<file path="src/hw/rtl/amt_pkg.sv">
`timescale 1ns / 1ps
// Shared types and constants for the adaptive mean threshold block.
// No dependencies; every other file imports this package.
package amt_pkg;

  localparam int PIX_W  = 8;   // gray level and coordinate field width
  localparam int CFG_W  = 9;   // widest configuration register
  localparam int IDX_W  = 2;   // configuration register index
  localparam int CRD_W  = 10;  // internal coordinate width, holds row + radius
  localparam int RAD_W  = 4;   // window_radius register width
  localparam int QUO_W  = 8;   // quotient (mean) width
  localparam int STEP_W = 3;   // divide step counter, indexes QUO_W bits

  localparam int DEF_MAX_WIDTH  = 256;
  localparam int DEF_MAX_HEIGHT = 256;
  localparam int DEF_MAX_RADIUS = 15;

  localparam logic [PIX_W-1:0] PIX_WHITE = 8'd255;
  localparam logic [PIX_W-1:0] PIX_BLACK = 8'd0;

  localparam logic [RAD_W-1:0] RST_RADIUS  = 4'd1;
  localparam logic [CFG_W-1:0] RST_EPSILON = 9'd0;
  localparam logic [CFG_W-1:0] RST_WIDTH   = 9'd256;
  localparam logic [CFG_W-1:0] RST_HEIGHT  = 9'd256;

  typedef enum logic [IDX_W-1:0] {
    REG_RADIUS  = 2'd0,
    REG_EPSILON = 2'd1,
    REG_WIDTH   = 2'd2,
    REG_HEIGHT  = 2'd3
  } reg_idx_t;

  typedef enum logic {
    ACT_WRITE = 1'b0,
    ACT_QUERY = 1'b1
  } action_t;

  typedef enum logic {
    ALU_ADD = 1'b0,
    ALU_SUB = 1'b1
  } alu_op_t;

endpackage

</file>
<file path="src/hw/rtl/amt_alu.sv">
`timescale 1ns / 1ps
// Shared add/subtract unit: accumulates window pixels and runs divide steps.
// Depends on amt_pkg for the operation code.
module amt_alu import amt_pkg::*; #(
  parameter int W = 18
) (
  input  alu_op_t        op,
  input  logic [W-1:0]   a,
  input  logic [W-1:0]   b,
  output logic [W-1:0]   res,
  output logic           borrow
);

  logic [W:0] full;

  always_comb begin
    unique case (op)
      ALU_ADD: full = {1'b0, a} + {1'b0, b};
      ALU_SUB: full = {1'b0, a} - {1'b0, b};
      default: full = '0;
    endcase
  end

  assign res    = full[W-1:0];
  assign borrow = (op == ALU_SUB) ? full[W] : 1'b0;

endmodule

</file>
<file path="config.mk">
export PLATFORM = sky130hd
export DESIGN_NAME = amt_alu
export DESIGN_NICKNAME = d
export VERILOG_FILES = /design/src/hw/rtl/amt_pkg.sv /design/src/hw/rtl/amt_alu.sv
export SDC_FILE = /design/constraint.sdc
export NUM_CORES = 1
export LEC_CHECK = 0
export ABC_AREA = 1
export BUFFER_PORTS_ARGS = -buffer_cell sky130_fd_sc_hd__buf_2
export CAP_MARGIN = 20
export CORE_UTILIZATION = 43
export DETAILED_ROUTE_END_ITERATION = 10
export PLACE_DENSITY = 0.69
export SLEW_MARGIN = 15
export SYNTH_ARGS = -nofsm -noshare
export SYNTH_HDL_FRONTEND = slang
export SYNTH_SLANG_ARGS = --single-unit
</file>
<file path="constraint.sdc">
create_clock -name vclk -period 3.29
set_input_delay 0.329 -clock vclk [all_inputs]
set_output_delay 0.329 -clock vclk [all_outputs]
set_load 0.01 [all_outputs]
</file>
==> metrics.md, run 1 <==
| Metric | Value |
|---|---|
| Outcome | `complete, no violations` |
| Clock buffers | `0` |
| Clock group share of total power | `0%` |
| FFs & Latches | `0` |
| Final instance area | `around 1900 µm²` |
| Time the worst path needs with I/O delays and setup | `2910 ps` |
| Internal Power | `approximately 0.18 mW` |
| Relative area change from synthesis to final layout | `21.1%` |
| Worst Path Arrival | `2580 ps` |
| Most common library cells after synthesis | `102 x nand2_1, 54 x inv_1, 32 x nor2_1, 25 x nand3_1, 19 x ha_1` |
| Sequential power share | `0%` |
| Post-route clock period utilization | `a little under 90%` |
| Max-Cap Viols | `0` |
| Weighted congestion at the end of routability-driven global placement | `roughly 0.84` |
| Layout Nets | `~420` |
| HPWL after detailed placement | `3.42 mm` |
| Vias after detailed routing | `1856` |
| DRT met1 WL | `between 1.5 and 2 mm` |
| Kind of start point of the critical path | `input pin` |
| Wire length on met2 | `between 1.5 and 2 mm` |
| Kind of path behind the tightest hold check | `input pin to output port` |
| Global route overflow | `0` |
| Final count of pins violating max slew | `0` |
| Total standard cell area after synthesis | `1560 µm²` |
| Width of the die | `62.2 µm` |
| Area fraction of the dominant cell type after synthesis | `between 20% and 30%` |
| Number of instances in the placed design | `a little over 400` |
| Top post-synthesis cells by area | `nand2_1 25%, ha_1 15%, inv_1 13%` |
| Count of antenna diodes in the layout | `0` |
| Count of hold-fix buffers inserted at cts | `0` |
| Setup violation total in the final timing report | `0` |
| Mapped Nets | `~360` |
| Achievable Freq | `about 340 MHz` |
| Unique cell type count in the Yosys netlist | `25` |
| Final count of hold timing violations | `0` |
| Library cell occupying the most area in the post-synthesis netlist | `nand2_1` |
| Final core utilization | `55.2%` |
| Met3 WL | `~170 µm` |
| Post-CTS Setup Repair Bufs | `0` |
| Highest layer used for signal routing | `met3` |
| Synth Warn # | `0` |
| Core region area | `around 3400 µm²` |
| Floorplan die area | `between 3000 and 4000 µm²` |
| Wirelength per Cell | `approximately 9.4 µm` |
| Worst vdd ir | `around 69 µV` |
| Cell count after synthesis | `between 300 and 400` |
| Hold Slack | `between 1000 and 1500 ps` |
| Count of port buffers added during placement | `56` |
| Sequential cell area fraction in the yosys report | `0%` |
| Iter 0 DRT Violations | `102` |
| GRT Util Overall | `19.5%` |
| Post-detailed-route DRC marker count | `0` |
| Unrepaired setup endpoints after global routing | `no` |
| Type of element capturing the critical path | `output port` |
| Lkg Pwr | `~1.2 nW` |
| Pin count of the biggest net entering global routing | `13` |
| Switching power | `~0.27 mW` |
| Critical path class | `input pin to output port` |
| Net switching fraction of the power | `around three fifths` |
| Post-cts resize count | `0` |
| Power per unit of standard cell area | `239 nW/µm²` |
| Total negative slack | `0 ps` |
| Antenna violations before repair | `0` |
| Max-Slew Margin vs Limit | `approximately 73%` |
| Die H | `62.2 µm` |
| Comb power frac | `100.0%` |
| Detailed-router iteration count before antenna repair | `5` |
| Cell area reported after detailed placement | `around 1900 µm²` |
| Number of ports placed on the die boundary | `56` |
| Cell with the most instances after synthesis | `nand2_1` |
| Maximum fanout count along the critical path | `4` |
| CP required | `2960 ps` |
| Final standard cell count with taps included and fillers excluded | `around 400` |
| Detailed-route wire length | `around 3.8 mm` |
| Average instance area after synthesis | `5.12 µm²` |
| Via count normalized by instance count | `about 4.6` |
| # rows | `21` |
| Slew at the pin closest to its max-slew limit | `~400 ps` |
| Wire length of the first global-routing pass | `around 6.4 mm` |
| Reg area | `0 µm²` |
| Ratio of cells with drive above 1 in the final layout | `roughly a fifth` |
| Count of nets left with antenna violations after detail routing | `0` |
| Initial Util | `45.6%` |
| Vias in the first global route | `about 1600` |
==> kinds of logic (layout without fill, tap and decap cells) <==
logic type,after synthesis,in the layout,synth area share [%]
adder cells (fa/ha/maj),20,20,16.5
AND/OR/NAND/NOR,173,173,46.7
AO/OA/AOI/OAI,32,32,10.9
XOR/XNOR,21,21,11.8
buffers and inverters,58,112,14.1
==> cells in the final DEF, fill, tap and decap left out, types with 4 or more instances in the layout <==
cell type and instances:
nor2_1 32, inv_1 54, nand3_1 25, ha_1 19, nand2_2 4, nand2_1 102
buf_2 56, xnor2_1 5, a21oi_1 18, o21ai_0 10, xor2_1 16
==> through the flow <==
stage	power (mW)	setup slack, ps
finish	0.450	380
CTS	0.452	369
global route	0.508	52.5
floorplan	0.313	740
global placement	0.447	411
detailed placement	0.450	377
==> cell type report <==
type	instances	area (µm²)
inverter	56	210
tap	46	57.6
timing repair buffer	56	280
multi-input combinational	246	1340
fill	416	1530
==> routing by layer <==
layer,vias up,global-route usage [%]
li1,1057,-
met1,756,27.6
met2,43,34.9
met3,0,0.368
met4,0,0
met5,-,0
==> power by group through the flow <==
stage | Combinational, mW | Sequential (mW) | Clock, mW
4_1_cts | 0.452 | 0 | 0
6_report | 0.450 | 0 | 0
5_1_grt | 0.508 | 0 | 0
3_5_place_dp | 0.450 | 0 | 0
2_1_floorplan | 0.313 | 0 | 0
3_3_place_gp | 0.447 | 0 | 0
==> worst max-delay path: stages <==
cell and delay (ps):
buf_2 110, inv_1 100, ha_1 170, nand3_1 130, o21ai_2 220, o21ai_0 150
xnor2_1 160, ha_1 330, nand2_1 140, inv_1 70, a21oi_1 170, nand3_2 130
nand2_1 90, nand2_1 50, nand2_1 50, nand2_1 40, buf_2 130
==> final timing paths <==
path | startpoint | to | slack, ps | cells past startpoint
setup / recovery | b[0] | res[17] | 380 | 17
hold / removal | b[0] | res[0] | 1020 | 4
Note: power is estimated with default switching activity, not from simulation.
==> inputs of run 2 (changes only) <==
- ABC_AREA: 1 -> default
- BUFFER_PORTS_ARGS: -buffer_cell sky130_fd_sc_hd__buf_2 -> default
- DONT_BUFFER_PORTS: default -> 1
- PLACE_DENSITY: 0.69 -> 0.56
- clock period: 3.29 -> 3.3 ns (I/O delays scaled with it)
==> run 2 against run 1 <==
Effect of this change:
- area after synthesis is 21% lower
- flip-flop and latch count did not move
- worst hold slack worse by 230 ps
- sequential share of layout area unchanged
- combinational power decreased by 21%
- first-iteration DRC count fell by 72%
- wire length is 22% lower
- count of clock-buffer cells in the layout unchanged
- global-route usage fell by 1.0 points
- final area is 33% lower
==> metrics.md, run 2 <==
| Metric | Value |
|---|---|
| Power per unit of standard cell area | `280 nW/µm² (+17%)` |
| Floorplan die area | `3070 µm² (-21%)` |
| Top post-synthesis cells by area | `ha_1 19%, xnor2_1 18%, a21oi_1 7.8%` |
| Wire length of the first global-routing pass | `4.86 mm (-25%)` |
| Core region area | `2590 µm² (-24%)` |
| # rows | `18 (-14%)` |
| Die H | `55.4 µm (-11%)` |
| Weighted congestion at the end of routability-driven global placement | `0.893 (+6.3%)` |
| Wirelength per Cell | `14.5 µm (+54%)` |
| Number of ports placed on the die boundary | `56 (unchanged)` |
| Final count of hold timing violations | `0 (unchanged)` |
| Outcome | `complete, no violations` |
| Clock buffers | `0 (unchanged)` |
| Detailed-router iteration count before antenna repair | `4 (-1)` |
| Total negative slack | `0 ps (unchanged)` |
| Iter 0 DRT Violations | `29 (-72%)` |
| Synth Warn # | `0 (unchanged)` |
| Post-route clock period utilization | `roughly 94%` |
| Initial Util | `47.3% (+1.7 points)` |
| Count of nets left with antenna violations after detail routing | `0 (unchanged)` |
| Unique cell type count in the Yosys netlist | `39 (+56%)` |
| Setup violation total in the final timing report | `0 (unchanged)` |
| FFs & Latches | `0 (unchanged)` |
| Pin count of the biggest net entering global routing | `19 (+6)` |
| Most common library cells after synthesis | `25 x xnor2_1, 20 x nand2_1, 19 x a21oi_1, 19 x ha_1, 14 x nor2_1` |
| Final core utilization | `48.9% (-6.3 points)` |
| Maximum fanout count along the critical path | `6 (+2)` |
| Worst Path Arrival | `2780 ps (+200 ps)` |
| Sequential cell area fraction in the yosys report | `0% (unchanged)` |
| Cell count after synthesis | `176 (-42%)` |
| CP required | `2970 ps (about the same)` |
| Global route overflow | `0 (unchanged)` |
| Ratio of cells with drive above 1 in the final layout | `6.32% (-13 points)` |
| Post-detailed-route DRC marker count | `0 (unchanged)` |
| Kind of start point of the critical path | `input pin` |
| Count of antenna diodes in the layout | `0 (unchanged)` |
| Minimum setup slack after placement | `133 ps (-244 ps)` |
| Antenna violations before repair | `0 (unchanged)` |
| Detailed-route wire length | `2.97 mm (-22%)` |
| Type of element capturing the critical path | `output port` |
| Vias in the first global route | `1061 (-34%)` |
| Most common cell after layout, fill and taps aside | `xnor2_1` |
| Layout Nets | `233 (-44%)` |
| Library cell occupying the most area in the post-synthesis netlist | `ha_1` |
| Hold Slack | `789 ps (-233 ps)` |
| Vias after detailed routing | `1192 (-36%)` |
| Width of the die | `55.4 µm (-11%)` |
| Fill cell instance count of the final layout | `264 (-37%)` |
| Max-Cap Viols | `0 (unchanged)` |
| Cells on Worst Hold Path | `1 (-3)` |
| HPWL after detailed placement | `2.65 mm (-23%)` |
| Slew at the pin closest to its max-slew limit | `337 ps (-60.0 ps)` |
| Critical path class | `input pin to output port` |
| Cell with the most instances after synthesis | `xnor2_1` |
| Hold Path Sink | `borrow` |
| Time the worst path needs with I/O delays and setup | `3110 ps` |
| Most used cells in the layout excluding fill and tap cells | `25 x xnor2_1, 20 x nand2_1, 19 x a21oi_1, 19 x ha_1, 14 x nor2_1` |
| Fin worst setup slack | `191 ps (-190 ps)` |
| Via count normalized by instance count | `5.84 (+27%)` |
| Lkg Pwr | `0.532 nW (-55%)` |
| GRT Util Overall | `18.5% (-1.0 points)` |
| Worst vdd ir | `146 µV (+110%)` |
| Max-Slew Margin vs Limit | `77.2% (+4.0 points)` |
| Kind of path behind the tightest hold check | `input pin to output port` |
| Achievable Freq | `roughly 320 MHz` |
| Count of port buffers added during placement | `0 (-100%)` |
| Unrepaired setup endpoints after global routing | `no` |
| Count of hold-fix buffers inserted at cts | `0 (unchanged)` |
| Final count of pins violating max slew | `0 (unchanged)` |
| Min-Delay Startpoint | `op` |
| Total standard cell area after synthesis | `1220 µm² (-21%)` |
| Area fraction of the dominant cell type after synthesis | `19.4% (-5.2 points)` |
| Mapped Nets | `233 (-35%)` |
| Relative area change from synthesis to final layout | `3.47%` |
| Average instance area after synthesis | `6.96 µm² (+36%)` |
| Reg area | `0 µm² (unchanged)` |
run 2: cell types whose count changed after synthesis, moves of 9 or more:
cell | before | now
xnor2_1 | 5 | 25
xor2_1 | 16 | 7
nor2_1 | 32 | 14
inv_1 | 54 | 10
nand2_1 | 102 | 20
nand3_1 | 25 | 1
run 2: layout make-up:
type                            instances  area, µm²  area share (%)
Timing Repair Buffer                    1       7.51           0.592
Tap cell                               30       37.5            2.96
Multi-Input combinational cell        163       1180            93.5
Inverter                               10       37.5            2.96
run 2: kinds of logic after synthesis:
| group | synth area share, % |
|---|---|
| compound gates | 27.4 |
| buf+inv | 3.98 |
| fa+ha+maj | 21.0 |
| mux | 0.817 |
| xor+xnor | 22.9 |
| simple gates | 23.9 |
run 2: per-layer routing:
layer,part of all wire [%],global-route usage [%],routed length [µm]
met1,46,27.1,1360
met2,45,29.3,1340
met3,8.8,3.98,260
met4,0,0,0
met5,0,0,0
run 2: how the worst max path moves through the flow:
| stage | from | endpoint | depth (start not counted) |
|---|---|---|---|
| floorplan | op | res[16] | 11 |
| global placement | b[3] | res[15] | 13 |
| detailed placement | b[3] | res[15] | 13 |
| CTS | b[3] | res[15] | 13 |
| global route | b[3] | res[15] | 13 |
| finish | b[3] | res[15] | 13 |
run 2: report_power, final:
| group | internal (mW) | switching [mW] |
|---|---|---|
| clock | 0 | 0 |
| sequential | 0 | 0 |
| combinational | 0.139 | 0.215 |
| total | 0.139 | 0.215 |
run 2: timing repair:
| action | in CTS | in global routing |
|---|---|---|
| buffers inserted | 0 | 1 |
| resized for setup | 0 | 2 |
| setup endpoints to repair | 0 | 1 |
run 2: metrics by stage:
stage,area [µm²],cells,power (mW)
after global routing,1270,204,0.392
after global placement,1250,203,0.353
after CTS,1250,203,0.355
after detailed placement,1250,203,0.354
after floorplan,1220,176,0.305
final,1270,204,0.355
run 2: worst max-delay path: stages:
cell	delay [ps]
nor3_2	230
nand2_1	100
nor3_2	180
nor3b_4	260
a21oi_1	110
xnor2_1	130
ha_1	360
and3_1	200
nor2b_2	170
and4_1	190
a2bb2oi_1	180
nand2_1	90
xor2_1	240
